$ cat src/rtl/prtt_pkg.sv
// shared types and constants of the peer request throttle table
package prtt_pkg;

  localparam int          SLOT_COUNT_DEF = 8;
  localparam logic [31:0] BCAST_ID       = 32'hFFFF_FFFF;
  localparam logic [15:0] THROTTLE_RESET = 16'd60;

  // register index, taken from paddr[2]
  localparam logic REG_OWN_NODE_ID   = 1'b0;
  localparam logic REG_THROTTLE_SECS = 1'b1;

  typedef enum logic [2:0] {
    OUT_INVALID   = 3'd0,
    OUT_THROTTLED = 3'd1,
    OUT_HIT       = 3'd2,
    OUT_FREE      = 3'd3,
    OUT_EVICT     = 3'd4
  } outcome_t;

  typedef enum logic [1:0] {
    ST_IDLE,
    ST_SCAN,
    ST_DONE
  } prtt_state_t;

  typedef struct packed {
    logic [31:0] peer;
    logic [31:0] stamp;
  } prtt_entry_t;

endpackage

$ cat src/rtl/peer_request_throttle_table.sv
// top level: per-peer request throttle table with oldest-slot eviction
// an invalid destination is answered from the result registers without a walk; a
//   walked request reads slots in ST_SCAN, compares each returned entry, stops at a
//   match or the last slot, writes back in ST_DONE and then shows its registered result
// throughput: busy blocks the next start during a walk (one slot read per cycle, one
//   compare stage); invalid destinations can follow back to back
// reset: own_node_id 0, throttle_secs 60, all slots free; the receiver cannot stall
module peer_request_throttle_table
  import prtt_pkg::*;
#(
  parameter int SLOT_COUNT = SLOT_COUNT_DEF
) (
  input  logic        clk,
  input  logic        rst_n,
  // request channel
  input  logic        start,
  output logic        busy,
  input  logic [31:0] in_dest_node,
  input  logic [31:0] in_now_secs,
  // result channel, one-cycle strobe
  output logic        out_strobe,
  output logic        out_send_request,
  output logic [2:0]  out_outcome,
  output logic [2:0]  out_slot_used,
  // register port
  input  logic        psel,
  input  logic        penable,
  input  logic        pwrite,
  input  logic [2:0]  paddr,
  input  logic [31:0] pwdata,
  output logic [31:0] prdata,
  output logic        pready
);

  localparam int IDX_W = (SLOT_COUNT > 1) ? $clog2(SLOT_COUNT) : 1;
  localparam logic [IDX_W-1:0] LAST_IDX = IDX_W'(SLOT_COUNT - 1);

  // ---------------------------------------------------------------------------
  // configuration registers
  // ---------------------------------------------------------------------------
  logic [31:0] own_id_r;
  logic [15:0] throttle_r;
  logic        cfg_wr;

  assign pready = 1'b1;
  assign cfg_wr = psel && penable && pwrite && pready;

  always_ff @(posedge clk) begin
    if (!rst_n) begin
      own_id_r   <= '0;
      throttle_r <= THROTTLE_RESET;
    end else if (cfg_wr) begin
      case (paddr[2])
        REG_OWN_NODE_ID:   own_id_r   <= pwdata;
        REG_THROTTLE_SECS: throttle_r <= pwdata[15:0];
        default: ;
      endcase
    end
  end

  always_comb begin
    case (paddr[2])
      REG_OWN_NODE_ID:   prdata = own_id_r;
      REG_THROTTLE_SECS: prdata = {16'b0, throttle_r};
      default:           prdata = '0;
    endcase
  end

  // ---------------------------------------------------------------------------
  // registers of the request walk
  // ---------------------------------------------------------------------------
  prtt_state_t      state_r, state_nxt;
  logic [31:0]      dest_r, dest_nxt;
  logic [31:0]      now_r, now_nxt;
  logic [IDX_W-1:0] rd_idx_r, rd_idx_nxt;     // next slot to read
  logic             rd_go_r, rd_go_nxt;       // reads still to issue
  logic [IDX_W-1:0] cmp_idx_r, cmp_idx_nxt;   // slot whose data is on the read port
  logic             cmp_vld_r, cmp_vld_nxt;
  logic             have_free_r, have_free_nxt;
  logic [IDX_W-1:0] free_idx_r, free_idx_nxt;
  logic [31:0]      old_age_r, old_age_nxt;
  logic [IDX_W-1:0] old_idx_r, old_idx_nxt;
  logic             done_r, done_nxt;         // decision taken, walk over
  outcome_t         res_out_r, res_out_nxt;
  logic [IDX_W-1:0] res_slot_r, res_slot_nxt;
  logic             res_wr_r, res_wr_nxt;     // refresh or allocate on write-back

  // result registers
  logic             out_strobe_r, out_strobe_nxt;
  logic             out_send_r, out_send_nxt;
  outcome_t         out_out_r, out_out_nxt;
  logic [2:0]       out_slot_r, out_slot_nxt;

  // slot memory ports
  logic             rd_en;
  prtt_entry_t      rd_data;
  logic             wr_en;
  prtt_entry_t      wr_data;

  logic             accept;
  logic             dest_bad;
  logic [31:0]      age;
  logic             hit;

  assign accept   = start && !busy;
  assign dest_bad = (in_dest_node == '0) || (in_dest_node == own_id_r) ||
                    (in_dest_node == BCAST_ID);
  assign age      = now_r - rd_data.stamp;   // wraps modulo 2^32
  assign hit      = cmp_vld_r && (rd_data.peer == dest_r);

  assign busy     = (state_r != ST_IDLE);
  assign rd_en    = (state_r == ST_SCAN) && rd_go_r;
  assign wr_en    = (state_r == ST_DONE) && res_wr_r;
  assign wr_data  = '{peer: dest_r, stamp: now_r};

  prtt_slot_ram #(
    .SLOT_COUNT (SLOT_COUNT)
  ) u_ram (
    .clk     (clk),
    .rst_n   (rst_n),
    .wr_en   (wr_en),
    .wr_addr (res_slot_r),
    .wr_data (wr_data),
    .rd_en   (rd_en),
    .rd_addr (rd_idx_r),
    .rd_data (rd_data)
  );

  // ---------------------------------------------------------------------------
  // next state
  // ---------------------------------------------------------------------------
  always_comb begin
    state_nxt = state_r;
    case (state_r)
      ST_IDLE: begin
        if (accept && !dest_bad) begin
          state_nxt = ST_SCAN;
        end
      end
      ST_SCAN: begin
        if (done_nxt) begin
          state_nxt = ST_DONE;
        end
      end
      ST_DONE: state_nxt = ST_IDLE;
      default: state_nxt = ST_IDLE;
    endcase
  end

  // ---------------------------------------------------------------------------
  // datapath and result
  // ---------------------------------------------------------------------------
  always_comb begin
    dest_nxt      = dest_r;
    now_nxt       = now_r;
    rd_idx_nxt    = rd_idx_r;
    rd_go_nxt     = rd_go_r;
    cmp_idx_nxt   = cmp_idx_r;
    cmp_vld_nxt   = 1'b0;
    have_free_nxt = have_free_r;
    free_idx_nxt  = free_idx_r;
    old_age_nxt   = old_age_r;
    old_idx_nxt   = old_idx_r;
    done_nxt      = 1'b0;
    res_out_nxt   = res_out_r;
    res_slot_nxt  = res_slot_r;
    res_wr_nxt    = res_wr_r;
    out_strobe_nxt = 1'b0;
    out_send_nxt  = out_send_r;
    out_out_nxt   = out_out_r;
    out_slot_nxt  = out_slot_r;

    case (state_r)
      ST_IDLE: begin
        if (accept) begin
          dest_nxt      = in_dest_node;
          now_nxt       = in_now_secs;
          rd_idx_nxt    = '0;
          rd_go_nxt     = 1'b1;
          have_free_nxt = 1'b0;
          free_idx_nxt  = '0;
          old_age_nxt   = '0;
          old_idx_nxt   = '0;
          // rejected destination answers at once, table untouched
          if (dest_bad) begin
            out_strobe_nxt = 1'b1;
            out_send_nxt   = 1'b0;
            out_out_nxt    = OUT_INVALID;
            out_slot_nxt   = '0;
          end
        end
      end

      ST_SCAN: begin
        // read side: one slot per cycle
        if (rd_go_r) begin
          cmp_vld_nxt = 1'b1;
          cmp_idx_nxt = rd_idx_r;
          if (rd_idx_r == LAST_IDX) begin
            rd_go_nxt = 1'b0;
          end else begin
            rd_idx_nxt = rd_idx_r + IDX_W'(1);
          end
        end
        // compare side: slot data returned from the memory
        if (hit) begin
          done_nxt     = 1'b1;
          res_slot_nxt = cmp_idx_r;
          if (age < {16'b0, throttle_r}) begin
            res_out_nxt = OUT_THROTTLED;
            res_wr_nxt  = 1'b0;
          end else begin
            res_out_nxt = OUT_HIT;
            res_wr_nxt  = 1'b1;
          end
        end else if (cmp_vld_r) begin
          if (rd_data.peer == '0 && !have_free_r) begin
            have_free_nxt = 1'b1;
            free_idx_nxt  = cmp_idx_r;
          end
          // strict compare keeps the lowest index on equal ages
          if (age > old_age_r) begin
            old_age_nxt = age;
            old_idx_nxt = cmp_idx_r;
          end
          if (cmp_idx_r == LAST_IDX) begin
            done_nxt   = 1'b1;
            res_wr_nxt = 1'b1;
            if (have_free_nxt) begin
              res_out_nxt  = OUT_FREE;
              res_slot_nxt = free_idx_nxt;
            end else begin
              res_out_nxt  = OUT_EVICT;
              res_slot_nxt = old_idx_nxt;
            end
          end
        end
      end

      ST_DONE: begin
        // write-back happens in this cycle, result shows in the next
        out_strobe_nxt = 1'b1;
        out_send_nxt   = res_wr_r;
        out_out_nxt    = res_out_r;
        out_slot_nxt   = 3'(res_slot_r);
      end

      default: ;
    endcase
  end

  // control state
  always_ff @(posedge clk) begin
    if (!rst_n) begin
      state_r      <= ST_IDLE;
      rd_go_r      <= 1'b0;
      cmp_vld_r    <= 1'b0;
      done_r       <= 1'b0;
      out_strobe_r <= 1'b0;
    end else begin
      state_r      <= state_nxt;
      rd_go_r      <= rd_go_nxt;
      cmp_vld_r    <= cmp_vld_nxt;
      done_r       <= done_nxt;
      out_strobe_r <= out_strobe_nxt;
    end
  end

  // payload
  always_ff @(posedge clk) begin
    dest_r      <= dest_nxt;
    now_r       <= now_nxt;
    rd_idx_r    <= rd_idx_nxt;
    cmp_idx_r   <= cmp_idx_nxt;
    have_free_r <= have_free_nxt;
    free_idx_r  <= free_idx_nxt;
    old_age_r   <= old_age_nxt;
    old_idx_r   <= old_idx_nxt;
    res_out_r   <= res_out_nxt;
    res_slot_r  <= res_slot_nxt;
    res_wr_r    <= res_wr_nxt;
    out_send_r  <= out_send_nxt;
    out_out_r   <= out_out_nxt;
    out_slot_r  <= out_slot_nxt;
  end

  assign out_strobe       = out_strobe_r && !done_r;
  assign out_send_request = out_send_r;
  assign out_outcome      = out_out_r;
  assign out_slot_used    = out_slot_r;

endmodule

$ cat src/rtl/prtt_slot_ram.sv
// slot memory with a registered read and per-entry valid bits
module prtt_slot_ram
  import prtt_pkg::*;
#(
  parameter int  SLOT_COUNT = SLOT_COUNT_DEF,
  localparam int IDX_W      = (SLOT_COUNT > 1) ? $clog2(SLOT_COUNT) : 1
) (
  input  logic             clk,
  input  logic             rst_n,
  input  logic             wr_en,
  input  logic [IDX_W-1:0] wr_addr,
  input  prtt_entry_t      wr_data,
  input  logic             rd_en,
  input  logic [IDX_W-1:0] rd_addr,
  output prtt_entry_t      rd_data
);

  prtt_entry_t            mem [SLOT_COUNT];
  logic [SLOT_COUNT-1:0]  valid_r;
  prtt_entry_t            rd_q_r;
  logic                   rd_vld_r;

  always_ff @(posedge clk) begin
    if (wr_en) begin
      mem[wr_addr] <= wr_data;
    end
    if (rd_en) begin
      rd_q_r <= mem[rd_addr];
    end
  end

  always_ff @(posedge clk) begin
    if (!rst_n) begin
      valid_r  <= '0;
      rd_vld_r <= 1'b0;
    end else begin
      if (wr_en) begin
        valid_r[wr_addr] <= 1'b1;
      end
      if (rd_en) begin
        rd_vld_r <= valid_r[rd_addr];
      end
    end
  end

  // never-written slot reads as free with time zero
  assign rd_data = rd_vld_r ? rd_q_r : '0;

endmodule

$ cat config.mk
export PLATFORM = sky130hd
export DESIGN_NAME = peer_request_throttle_table
export DESIGN_NICKNAME = d
export VERILOG_FILES = /design/src/rtl/prtt_pkg.sv /design/src/rtl/peer_request_throttle_table.sv /design/src/rtl/prtt_slot_ram.sv
export SDC_FILE = /design/constraint.sdc
export NUM_CORES = 1
export LEC_CHECK = 0
export BUFFER_PORTS_ARGS = -buffer_cell sky130_fd_sc_hd__buf_2
export CORE_UTILIZATION = 45
export DETAILED_ROUTE_END_ITERATION = 6
export PLACE_DENSITY = 0.63
export SYNTH_ARGS = -nofsm -noshare
export SYNTH_HDL_FRONTEND = slang
export SYNTH_HIERARCHICAL = 1
export SYNTH_SLANG_ARGS = --single-unit
export TNS_END_PERCENT = 1
$ cat constraint.sdc
create_clock -name clk -period 12.7 [get_ports clk]
set_input_delay 1.27 -clock clk [delete_from_list [all_inputs] [get_ports clk]]
set_output_delay 1.27 -clock clk [all_outputs]
set_load 0.02 [all_outputs]
# [Yosys cells after proc, flatten, opt, wreduce, memory -nomap -nowiden]
# Memory sizes are Yosys's and may differ from the RTL's. A register that Yosys moved wholly into a read port is not among the register bits.
# Cells that the tools add are included.
[totals] n_memories=1 wordCells=153 out_inout_bits=42 inputBits=105 ff_bits=186 mem_bits_rw=512
[memory_table] name="u_ram.mem" depth=8 word_bits=64 rd=1 rd_clocked_by_memory_dff=1 write_ports=1 line="prtt_slot_ram.sv:18" source="prtt_entry_t mem [SLOT_COUNT];"
[op_classes] n_lt_le_gt_ge=5 addsub=2 bitwise_logic=2 n_reduce_logical=36 n_eq_ne=16 n_mux=68
[ops] cell="$mux W32" n=4
[ops] cell="$pmux W32 S2" n=2
[ops] cell="$eq A32 B32 Y1" n=2
[ops] cell="$logic_not A32 Y1" n=2
[ops] cell="$mux W64" n=1
[ops] cell="$mux W3" n=19
[ops] cell="$eq A32 B32 Y1 const B" n=1
[ops] cell="$gt A32 B32 Y1" n=1
[ops] cell="$lt A32 B16 Y1" n=1
[ops] cell="$sub A32 B32 Y32" n=1
[ops] cell="$pmux W3 S2" n=5
[ops] cell="$mux W1" n=27
[ops] cell="$ne A2 B2 Y1 const B" n=8
[ops] cell="$reduce_and A2 Y1" n=7
[ops] cell="$logic_and A1 B1 Y1" n=10
[ops] cell="$reduce_bool A2 Y1" n=5
[ops] cell="$lt A3 B4 Y1 const B" n=2
[ops] cell="$or A8 B8 Y8" n=1
[ops] cell="$pmux W1 S2" n=4
[ops] cell="$reduce_and A4 Y1" n=2
[ops] cell="$eq A3 B3 Y1 const B" n=2
[ops] cell="$mux W2" n=3
[ops] cell="$reduce_and A3 Y1" n=2
[ops] cell="$reduce_and A5 Y1" n=1
[ops] cell="other kinds (12)" n=16

# [Depth between registers and ports, before layout]
# Gate-level depths: netlist of the first run.
[depth] depth_word=11 ltp_mapped=24 mapped_depth_nobuf=21

# [By module]
# The synthesis of the first run kept the hierarchy.
[by_module_without_submodules] mod="prtt_slot_ram" area_each_um2=21926.0 instances=1 cells_each=913
[by_module_without_submodules] mod="peer_request_throttle_table" area_each_um2=10994.3 instances=1 cells_each=1132

# [Worst setup path after synthesis of the first run]
# OpenSTA, ideal clock, no wires.
[synth_timing] path_type="register -> register" start="reg state_r[1]" end="mem u_ram/mem[0][0] (netlist name), enable pin" arrival_ps=5295 stages_incl_launch_ff=5 setup_slack_ps=6838 path_buffers=0 path_cell_list="dfxtp_1 nor2b_1 and2_1 nand2b_1 nor3_1"
[synth_between] elab_chain_len=4
[synth_rtl] item="start, declared" line="peer_request_throttle_table.sv:72" source="prtt_state_t state_r, state_nxt;"
[synth_rtl] item="start signal, assigned" line="peer_request_throttle_table.sv:261" source="state_r <= state_nxt;"
[synth_rtl] item="$eq A2 B2 Y1" line="peer_request_throttle_table.sv:113" source="assign wr_en = (state_r == ST_DONE) && res_wr_r;"
[synth_rtl] item="$logic_and A1 B1 Y1" line="peer_request_throttle_table.sv:113"
[synth_rtl] item="named net wr_en" line="peer_request_throttle_table.sv:97" source="logic wr_en;"
[synth_rtl] item="$mux W1" line="prtt_slot_ram.sv:24" source="if (wr_en) begin"
[synth_rtl] item="$mux W1 (implied by the code)" line="prtt_slot_ram.sv:25" source="mem[wr_addr] <= wr_data;"
[synth_rtl] item="end, declared" line="prtt_slot_ram.sv:18"
# The timed path passes the listed nets, and every way through them passes these cells.

==> reports/metrics.json, run 1 <==
{
  "tritoncts": "yes",
  "global_route_wire_length_before_repair_um": 116000,
  "total_of_cells_resized_after_clock_tree_synthesis": 0,
  "syn_avg_cell_area_um2": 16.1,
  "timing.final.setup_violations": 0,
  "timing.critical_path.arrival_ns": 6.40,
  "globalRouteOverflowTotal": 0,
  "setup_tns_ns": 0,
  "grt_max_degree": 64,
  "reg2reg_from": "u_ram/rd_vld_r$_SDFFE_PN0P_",
  "fin_crit_sh_pct": 48.4,
  "synth_fp_nets": 2231,
  "clock_skew_ns": 0.0253,
  "mostFrequentLayoutCells": "sky130_fd_sc_hd__edfxtp_1 (699), sky130_fd_sc_hd__nand2_1 (144), sky130_fd_sc_hd__buf_2 (143)",
  "timing.max_cap.violations": 0,
  "die-width_um": 272,
  "p_int_mw": 4.33,
  "cts_max_path_buffers": 3,
  "cts_post_setup_buffers_inserted": 0,
  "finalMaxSlewViolations": 0,
  "share_of_synthesized_flip_flops_with_an_asynchronous_set_or_reset_pct": 0,
  "min-delay-start": "u_ram/valid_r[0]$_SDFFE_PN0P_",
  "fillCellCount": 5873,
  "ys_dominant_reg_cell": "sky130_fd_sc_hd__edfxtp_1",
  "grtUsageTotal_pct": 20.8,
  "via_count": 18274,
  "cts.hold.buffers_added": 0,
  "timing.hold.worst.class": "reg -> reg",
  "numPortBuffers": 143,
  "seq_area_frac_synth_pct": 67.6,
  "end_kind": "flop",
  "htree_levels": 3,
  "netSwitchingFraction_pct": 22.7,
  "final_design_instance_area_without_fill_mm2": 0.0372,
  "drt_drc_violations_left": 0,
  "initial_antenna_violation_count": 1,
  "hold_path_end": "u_ram/valid_r[0]$_SDFFE_PN0P_",
  "power.density_mw_per_mm2": 151,
  "area.growth.synth_to_final_pct": 12.9,
  "critical_path.max_fanout": 33,
  "antenna_violating_nets_post_route": 0,
  "fraction_of_final_layout_cells_with_drive_strength_greater_than_1_pct": 22.7,
  "outcome": "complete, no violations",
  "rsz_0062_raised_after_global_routing": "false",
  "synth_top_area_cell": "sky130_fd_sc_hd__edfxtp_1",
  "coreArea_mm2": 0.0720,
  "totalPowerFinal_mw": 5.59,
  "ctsRootBufferMaster": "sky130_fd_sc_hd__clkbuf_16",
  "gp_routability_congestion": 0.888,
  "antennaDiodeCount": 0,
  "timing.hold.worst_path_depth": 1,
  "post_dp_cell_area_mm2": 0.0347,
  "dp_hpwl_um": 47000,
  "layout_commonest_cell": "sky130_fd_sc_hd__edfxtp_1",
  "cell_count_after_synthesis": 2045,
  "std_cell_rows": 98,
  "synth_cell_types": 70,
  "tritoncts.num_buffers": 77,
  "worst_setup_path_start_kind": "flop",
  "timing_worst_setup_path_type": "reg -> reg",
  "pwr-share-comb_pct": 9.3,
  "via_count_of_the_first_global_routing_pass": 18726,
  "yosys_warnings": 6,
  "wire_per_inst_um": 23.8,
  "final-hold-violation-count": 0,
  "rr_worst_depth": 20,
  "worstSkewPairLatency_ns": 0.63,
  "seq_power_share_pct": 50.8,
  "final.hold.worst_slack_ns": 0.468,
  "drt_first_iter_violations": 1371,
  "irDropWorstVdd_mv": 0.0891,
  "synth-edff-count": 699,
  "clock_power_share_pct": 39.9,
  "synth.ff_latch_count": 762,
  "worstPathRequired_ns": 12.95,
  "clock-sinks": 762,
  "synth_top_area_share_pct": 63.8,
  "drt_pre_antenna_iters": 5,
  "netlist_area_mm2": 0.0329,
  "r2r_slack_ns": 6.55,
  "floorplan.initialDensity_pct": 45.7,
  "clkTransAtPathRegs_ns": 0.06,
  "netlist_top_cells_area": "sky130_fd_sc_hd__edfxtp_1 (64%), sky130_fd_sc_hd__mux4_2 (8.8%), sky130_fd_sc_hd__dfxtp_1 (3.8%)",
  "worst_slew_margin_rel_pct": 24.8,
  "drt-total-wl_um": 76500,
  "vias_per_cell": 5.67,
  "design.die.area_mm2": 0.0742,
  "p_leak_nw": 12.8,
  "fmax_ghz": 0.163,
  "die_h_um": 272,
  "pin_count": 147,
  "rr_endpoint": "old_age_r[24]$_SDFFCE_PN0P_",
  "max_slew.worst_pin.slew_ns": 1.13,
  "power.switching_mw": 1.27,
  "period_needed_ns": 6.15,
  "final_nets": 2401
}
## metrics by stage
step	util, %	worst slack [ns]	instances
finish	51.6	6.55	3221
global route	51.6	6.21	3221
CTS	51.6	6.58	3221
detailed placement	48.2	6.67	3086
global placement	48.2	6.77	3086
floorplan	-	6.84	2045
## power by group through the flow
| stage | sequential (mW) | combinational [mW] | clock [mW] |
|---|---|---|---|
| after global placement | 2.89 | 0.511 | 0 |
| after floorplan | 2.88 | 0.377 | 0 |
| after detailed placement | 2.90 | 0.518 | 0 |
| after CTS | 2.84 | 0.522 | 2.27 |
| final | 2.84 | 0.520 | 2.23 |
| after global routing | 2.85 | 0.571 | 2.36 |
## state kept, by name, summed over array words and instances (netlist names), 2 cells and up
name / flops
res_slot_r: 3
out_outcome: 3
old_idx_r: 3
throttle_r: 16
rd_idx_r: 3
u_ram/mem: 512
state_r: 2
free_idx_r: 3
u_ram/valid_r: 8
old_age_r: 32
dest_r: 32
u_ram/rd_q_r: 64
now_r: 32
res_out_r: 3
out_slot_used: 3
cmp_idx_r: 3
own_id_r: 32
## synth_stat cells, types with 7 or more instances
cell	n
sky130_fd_sc_hd__mux2i_1	13
sky130_fd_sc_hd__edfxtp_1	699
sky130_fd_sc_hd__nor3_1	22
sky130_fd_sc_hd__inv_1	100
sky130_fd_sc_hd__a211oi_1	7
sky130_fd_sc_hd__nand4_1	24
sky130_fd_sc_hd__nand2b_1	13
sky130_fd_sc_hd__nor2_1	50
sky130_fd_sc_hd__a21boi_0	45
sky130_fd_sc_hd__and2_1	103
sky130_fd_sc_hd__clkbuf_1	46
sky130_fd_sc_hd__a21oi_1	51
sky130_fd_sc_hd__xnor2_1	10
sky130_fd_sc_hd__o21a_1	21
sky130_fd_sc_hd__nor4_1	36
sky130_fd_sc_hd__a21o_1	36
sky130_fd_sc_hd__ha_1	80
sky130_fd_sc_hd__nand2_1	144
sky130_fd_sc_hd__buf_2	11
sky130_fd_sc_hd__nand3_1	21
sky130_fd_sc_hd__buf_1	9
sky130_fd_sc_hd__nor2b_1	24
sky130_fd_sc_hd__mux2_2	81
sky130_fd_sc_hd__or3_1	9
sky130_fd_sc_hd__o211ai_1	12
sky130_fd_sc_hd__xor2_1	71
sky130_fd_sc_hd__dfxtp_1	63
sky130_fd_sc_hd__buf_6	9
sky130_fd_sc_hd__o21ai_0	24
sky130_fd_sc_hd__and3_1	8
sky130_fd_sc_hd__mux4_2	129
## cell families after synthesis
family	Yosys count	share of synthesized area (%)
other	1	0.0114
AND/OR/NAND/NOR	475	7.56
AO/OA/AOI/OAI	243	5.22
XOR/XNOR	81	2.15
buffers and inverters	179	2.37
adder cells (fa/ha/maj)	81	3.10
multiplexers	223	12.0
flip-flops	762	67.6
## worst max-delay path by stage
stage / cells past startpoint / slack [ns] / endpoint / startpoint
2_1_floorplan: 4 / 6.84 / u_ram/mem[0][0]$_DFFE_PP_ / state_r[1]$_SDFFE_PN0P_
6_report: 20 / 6.55 / old_age_r[24]$_SDFFCE_PN0P_ / u_ram/rd_vld_r$_SDFFE_PN0P_
3_5_place_dp: 20 / 6.67 / old_age_r[25]$_SDFFCE_PN0P_ / u_ram/rd_vld_r$_SDFFE_PN0P_
3_3_place_gp: 20 / 6.77 / old_age_r[24]$_SDFFCE_PN0P_ / u_ram/rd_vld_r$_SDFFE_PN0P_
4_1_cts: 20 / 6.58 / old_age_r[1]$_SDFFCE_PN0P_ / u_ram/rd_vld_r$_SDFFE_PN0P_
5_1_grt: 20 / 6.21 / old_age_r[15]$_SDFFCE_PN0P_ / u_ram/rd_vld_r$_SDFFE_PN0P_
## layer usage
| layer | wire (um) | track usage, % |
|---|---|---|
| met5 | 11 | 0 |
| met4 | 1580 | 6.05 |
| met3 | 4190 | 2.80 |
| met2 | 36300 | 33.3 |
| met1 | 34400 | 29.9 |
## critical path, cell delays in order (launching register included)
cell and delay (ns):
sky130_fd_sc_hd__dfxtp_2 0.52, sky130_fd_sc_hd__and2_1 0.25, sky130_fd_sc_hd__ha_1 0.21, sky130_fd_sc_hd__fa_1 0.41, sky130_fd_sc_hd__and2b_1 0.25, sky130_fd_sc_hd__o2111ai_2 0.20, sky130_fd_sc_hd__a211oi_1 0.45, sky130_fd_sc_hd__nor2_1 0.18
sky130_fd_sc_hd__o31ai_1 0.31, sky130_fd_sc_hd__xor2_1 0.54, sky130_fd_sc_hd__ha_1 0.26, sky130_fd_sc_hd__a21o_1 0.11, sky130_fd_sc_hd__a21o_1 0.12, sky130_fd_sc_hd__a21oi_1 0.06, sky130_fd_sc_hd__o21ai_0 0.23, sky130_fd_sc_hd__a221oi_1 0.14
sky130_fd_sc_hd__o21ai_0 0.57, sky130_fd_sc_hd__or2_2 0.28, sky130_fd_sc_hd__a21oi_1 0.09, sky130_fd_sc_hd__a21oi_2 0.17, sky130_fd_sc_hd__buf_4 0.42
## cell type report
| type | count | area (um^2) | share of cell area (%) |
|---|---|---|---|
| Inverter | 100 | 377 | 1.01 |
| Tap cell | 950 | 1190 | 3.20 |
| Clock buffer | 93 | 2070 | 5.58 |
| Multi-Input combinational cell | 1104 | 9950 | 26.8 |
| Sequential cell | 762 | 22300 | 59.9 |
| Clock inverter | 42 | 405 | 1.09 |
| Timing Repair Buffer | 170 | 918 | 2.47 |
(Power assumes the default switching activity.)
==> inputs of run 2 (changes only) <==
==> constraint.sdc (replaced) <==
create_clock -name clk -period 5.8 [get_ports clk]
set_input_delay 0.58 -clock clk [delete_from_list [all_inputs] [get_ports clk]]
set_output_delay 0.58 -clock clk [all_outputs]
set_load 0.02 [all_outputs]
==> reports/metrics.json, run 2 (same netlist as run 1, synthesis figures left out) <==
{
  "numPortBuffers": 143,
  "rsz_0062_raised_after_global_routing": "false",
  "die_h_um": 272,
  "global_route_wire_length_before_repair_um": 118000,
  "pin_count": 147,
  "cts_max_path_buffers": 3,
  "clock_skew_ns": 0.0148,
  "drt-total-wl_um": 78500,
  "final-hold-violation-count": 0,
  "end_kind": "flop",
  "period_needed_ns": 5.27,
  "fraction_of_final_layout_cells_with_drive_strength_greater_than_1_pct": 23.5,
  "drt_drc_violations_left": 0,
  "die-width_um": 272,
  "worstPathRequired_ns": 6.16,
  "tritoncts": "yes",
  "irDropWorstVdd_mv": 0.224,
  "met1Wirelength_um": 35600,
  "area.growth.synth_to_final_pct": 13.7,
  "worst_setup_path_start_kind": "flop",
  "timing.critical_path.arrival_ns": 5.63,
  "timing.hold.worst.class": "in -> reg",
  "floorplan.initialDensity_pct": 45.7,
  "largest_register_ffs": 512,
  "drt_first_iter_violations": 1644,
  "wire_per_inst_um": 24.2,
  "p_leak_nw": 12.9,
  "worstSkewPairLatency_ns": 0.61,
  "max_slew.worst_pin.slew_ns": 1.29,
  "finalMaxSlewViolations": 0,
  "antenna_violating_nets_post_route": 0,
  "clock-sinks": 762,
  "critical_path.max_fanout": 10,
  "layout_setup_ws_ns": 0.534,
  "timing.final.setup_violations": 0,
  "std_cell_rows": 98,
  "grt_max_degree": 103,
  "via_count_of_the_first_global_routing_pass": 18734,
  "cts.hold.buffers_added": 0,
  "final_nets": 2421,
  "pre_cts_slack_ns": 0.433,
  "drt_pre_antenna_iters": 5,
  "cts_post_setup_buffers_inserted": 0,
  "gp_routability_congestion": 0.939,
  "initial_antenna_violation_count": 0,
  "globalRouteOverflowTotal": 0,
  "mostFrequentLayoutCells": "sky130_fd_sc_hd__edfxtp_1 (699), sky130_fd_sc_hd__nand2_1 (144), sky130_fd_sc_hd__buf_2 (143)",
  "layout_commonest_cell": "sky130_fd_sc_hd__edfxtp_1",
  "total_of_cells_resized_after_clock_tree_synthesis": 0,
  "layout_top_registers": "u_ram/mem: 512 flops, u_ram/rd_q_r: 64 flops",
  "wl_met2_um": 36100,
  "design.die.area_mm2": 0.0742,
  "vias_per_cell": 5.74,
  "coreArea_mm2": 0.0720,
  "grtUsageTotal_pct": 21.3,
  "worst_slew_margin_rel_pct": 14.3,
  "antennaDiodeCount": 0,
  "timing_worst_setup_path_type": "reg -> reg",
  "final.hold.worst_slack_ns": 0.147,
  "clkTransAtPathRegs_ns": 0.06,
  "fillCellCount": 5832,
  "ctsRootBufferMaster": "sky130_fd_sc_hd__clkbuf_16",
  "via_count": 18630,
  "outcome": "complete, no violations",
  "fin_crit_sh_pct": 90.8,
  "dr_wl_met3_um": 5170,
  "top_register": "u_ram/mem",
  "htree_levels": 3,
  "maxUsedRoutingLayer": "met4",
  "timing.max_cap.violations": 0,
  "dp_hpwl_um": 48300,
  "fmax_ghz": 0.190,
  "tritoncts.num_buffers": 78,
  "power.density_mw_per_mm2": 332
}
## run 2: cell count changes in the layout (fill, tap and decap cells not counted), sizes merged
cell      delta
clkinvlp     -2
buf         +19
bufinv       +2
inv          -1
clkbuf       +6
clkinv       -2
## run 2: layout make-up
cell class	instances	area, um^2	share of cell area [%]
Clock buffer	99	2120	5.65
Clock inverter	39	417	1.11
Inverter	100	378	1.01
Multi-Input combinational cell	1104	9970	26.6
Sequential cell	762	22300	59.5
Tap cell	950	1190	3.18
Timing Repair Buffer	189	1110	2.97
## run 2: worst paths after layout
check	end	start	slack [ns]	cells past startpoint
setup / recovery	res_out_r[1]$_DFFE_PP_	u_ram/rd_vld_r$_SDFFE_PN0P_	0.53	19
hold / removal	now_r[30]$_DFFE_PP_	in_now_secs[30]	0.15	1
hold reg to reg	u_ram/valid_r[6]$_SDFFE_PN0P_	u_ram/valid_r[6]$_SDFFE_PN0P_	0.47	1
setup reg to reg	res_out_r[1]$_DFFE_PP_	u_ram/rd_vld_r$_SDFFE_PN0P_	0.53	19
## run 2: critical path: stages (launching register included)
cell                        delay (ns)
sky130_fd_sc_hd__dfxtp_2          0.45
sky130_fd_sc_hd__and2_1           0.22
sky130_fd_sc_hd__inv_1            0.06
sky130_fd_sc_hd__ha_1             0.26
sky130_fd_sc_hd__nor2b_1          0.14
sky130_fd_sc_hd__o2111ai_1        0.38
sky130_fd_sc_hd__nand2_1          0.15
sky130_fd_sc_hd__a21o_1           0.20
sky130_fd_sc_hd__a21o_1           0.19
sky130_fd_sc_hd__xor2_1           0.44
sky130_fd_sc_hd__ha_1             0.35
sky130_fd_sc_hd__and3_1           0.21
sky130_fd_sc_hd__a221oi_1         0.29
sky130_fd_sc_hd__nand3_1          0.11
sky130_fd_sc_hd__o21ai_0          0.16
sky130_fd_sc_hd__nand3_1          0.18
sky130_fd_sc_hd__or4_4            0.47
sky130_fd_sc_hd__a2111oi_4        0.29
sky130_fd_sc_hd__nand4bb_1        0.26
sky130_fd_sc_hd__and2_1           0.22
## run 2: report_power, final
part / switching, mW / total, mW / internal, mW
clock: 2.04 / 5.01 / 2.98
sequential: 0.101 / 6.23 / 6.12
combinational: 0.672 / 1.19 / 0.518
total: 2.81 / 12.4 / 9.62
## run 2: through the flow
stage	cell area, um^2	util [%]	setup TNS [ns]	total power [mW]	std cells
detailed placement	34900	48.5	0	7.52	3105
floorplan	32900	-	-3.66	7.12	2045
finish	37400	52.0	0	12.4	3243
global placement	34900	48.5	0	7.50	3105
CTS	37400	52.0	0	12.5	3243
global route	37400	52.0	0	12.8	3243
## run 2: metal layers
metal | vias up | GRT usage (%)
li1 | 8257 | -
met1 | 9611 | 30.9
met2 | 629 | 33.0
met3 | 133 | 4.15
met4 | 0 | 5.47
met5 | - | 0
==> inputs of run 3 (changes only) <==
==> constraint.sdc (replaced) <==
create_clock -name clk -period 5.22 [get_ports clk]
set_input_delay 0.783 -clock clk [delete_from_list [all_inputs] [get_ports clk]]
set_output_delay 0.783 -clock clk [all_outputs]
set_load 0.02 [all_outputs]
==> reports/metrics.json, run 3 (same netlist as run 1, synthesis figures left out) <==
{
  "outcome": "complete, no violations",
  "max_stage_delay_cell_worst_path": "sky130_fd_sc_hd__dfxtp_2",
  "globalRouteOverflowTotal": 0,
  "layout_top_registers": "u_ram/mem: 512 flops, u_ram/rd_q_r: 64 flops",
  "cts_max_path_buffers": 3,
  "std_cell_rows": 98,
  "timing.final.setup_violations": 0,
  "max_slew.worst_pin.slew_ns": 1.31,
  "worstSkewPairLatency_ns": 0.62,
  "tritoncts.num_buffers": 77,
  "grt_max_degree": 96,
  "coreArea_mm2": 0.0720,
  "drt_first_iter_violations": 1526,
  "initial_antenna_violation_count": 1,
  "min-delay-start": "in_now_secs[14]",
  "slowest_delay_ns": 0.40,
  "rr_endpoint": "old_age_r[3]$_SDFFCE_PN0P_",
  "top_register": "u_ram/mem",
  "tritoncts": "yes",
  "timing.hold.worst.class": "in -> reg",
  "cp_common_cell": "sky130_fd_sc_hd__a21o_1",
  "layout.cells.non_filler": 3268,
  "reg2reg_from": "u_ram/rd_vld_r$_SDFFE_PN0P_",
  "cp_cell_sequence": "buf_12, and2_1, inv_1, ha_1, a21oi_1, o21a_2, o211ai_1, or3_1, o211ai_1, inv_1, ha_1, a21o_1, a21o_1, a21o_1, a21o_1, a221oi_1, o21ai_1, or2_2, a21oi_1, a21oi_2, buf_12",
  "via_count_of_the_first_global_routing_pass": 19024,
  "p_leak_nw": 13.0,
  "die-width_um": 272,
  "area.growth.synth_to_final_pct": 14.5,
  "timing_worst_setup_path_type": "reg -> reg",
  "rsz_0062_raised_after_global_routing": "false",
  "worst_setup_path_start_kind": "flop",
  "vias_per_cell": 5.68,
  "ctsRootBufferMaster": "sky130_fd_sc_hd__clkbuf_16",
  "drt-total-wl_um": 78300,
  "period_needed_ns": 4.94,
  "via_count": 18571,
  "irDropWorstVdd_mv": 0.239,
  "grtUsageTotal_pct": 21.4,
  "end_kind": "flop",
  "wire_per_inst_um": 24.0,
  "dpl.cell_count": 3126,
  "antenna_violating_nets_post_route": 0,
  "rr_worst_depth": 21,
  "finalMaxSlewViolations": 0,
  "final.hold.worst_slack_ns": 0.342,
  "timing.max_cap.violations": 0,
  "r2r_slack_ns": 0.28,
  "timing.critical_path.arrival_ns": 5.29,
  "power.density_mw_per_mm2": 364,
  "drt_pre_antenna_iters": 6,
  "htree_levels": 3,
  "fin_crit_sh_pct": 94.5,
  "antennaDiodeCount": 0,
  "largest_register_ffs": 512,
  "dp_hpwl_um": 47600,
  "pin_count": 147,
  "timing.hold.worst_path_depth": 1,
  "fraction_of_final_layout_cells_with_drive_strength_greater_than_1_pct": 24.8,
  "critical_path.max_fanout": 32,
  "floorplan.initialDensity_pct": 45.7,
  "final-hold-violation-count": 0,
  "mostFrequentLayoutCells": "sky130_fd_sc_hd__edfxtp_1 (699), sky130_fd_sc_hd__nand2_1 (144), sky130_fd_sc_hd__buf_2 (143)",
  "layout_commonest_cell": "sky130_fd_sc_hd__edfxtp_1",
  "design.die.area_mm2": 0.0742,
  "final_nets": 2442,
  "numPortBuffers": 143,
  "global_route_wire_length_before_repair_um": 119000,
  "clock_skew_ns": 0.0150,
  "drt_drc_violations_left": 0,
  "hold_path_end": "now_r[14]$_DFFE_PP_",
  "gp_routability_congestion": 0.916,
  "die_h_um": 272,
  "worstPathRequired_ns": 5.57,
  "clock-sinks": 762,
  "fmax_ghz": 0.203,
  "clkTransAtPathRegs_ns": 0.06,
  "worst_slew_margin_rel_pct": 12.6,
  "totalPowerFinal_mw": 13.7
}
run 3: changes by cell type in the layout (fill, tap and decap cells not counted), sizes merged:
cell    delta
inv        +4
clkbuf     +5
clkinv     -4
buf       +22
bufinv     -2
run 3: timing repair:
item | 4_1_cts | 5_1_grt
endpoints found under the hold margin | 0 | 0
setup endpoints to repair | 0 | 40
gates resized for setup | 0 | 17
hold buffers | 0 | 0
setup buffers | 0 | 1
run 3: worst max-delay path by stage:
stage,startpoint,to,slack [ns],cells after the start
after floorplan,state_r[1]$_SDFFE_PN0P_,u_ram/mem[1][0]$_DFFE_PP_,-0.63,4
after global placement,u_ram/rd_vld_r$_SDFFE_PN0P_,old_age_r[2]$_SDFFCE_PN0P_,0.26,20
after detailed placement,u_ram/rd_vld_r$_SDFFE_PN0P_,res_out_r[1]$_DFFE_PP_,0.27,19
after CTS,u_ram/rd_vld_r$_SDFFE_PN0P_,res_out_r[1]$_DFFE_PP_,0.23,19
after global routing,u_ram/rd_vld_r$_SDFFE_PN0P_,old_age_r[2]$_SDFFCE_PN0P_,0.008,21
final,u_ram/rd_vld_r$_SDFFE_PN0P_,old_age_r[3]$_SDFFCE_PN0P_,0.28,21
run 3: per-stage QoR:
| stage | setup WS, ns | area (um^2) | TNS (ns) | utilization, % |
|---|---|---|---|---|
| floorplan | -0.634 | 32900 | -59.71 | - |
| global placement | 0.260 | 35100 | 0 | 48.8 |
| detailed placement | 0.269 | 35100 | 0 | 48.8 |
| CTS | 0.228 | 37600 | 0 | 52.3 |
| global route | 0.00823 | 37700 | 0 | 52.4 |
| finish | 0.285 | 37700 | 0 | 52.4 |
run 3: power breakdown:
part / internal (mW) / leakage, nW / total, mW / switching, mW
logic: 0.603 / 4.97 / 1.36 / 0.756
registers: 6.81 / 6.86 / 6.91 / 0.109
clock network: 3.18 / 1.21 / 5.46 / 2.29
run 3: metal layers:
layer	part of all wire, %	routed length [um]	track usage [%]
met1	46	36000	31.0
met3	6.0	4670	3.97
met5	0	0	0
met4	2.5	1990	6.56
met2	46	35600	32.9
run 3: worst max-delay path, delay by kind of cell (launching register included):
kind            cells  cell delay, ns
flops               1            0.40
compound gates     12            2.30
fa+ha+maj           2            0.63
buf+inv             4            0.49
simple gates        3            0.81
run 3: cell type report:
cell class	instances	area (um^2)
Fill cell	5812	34300
Inverter	100	378
Clock inverter	37	393
Sequential cell	762	22300
Clock buffer	104	2090
Multi-Input combinational cell	1104	10000
Timing Repair Buffer	211	1360
Tap cell	950	1190
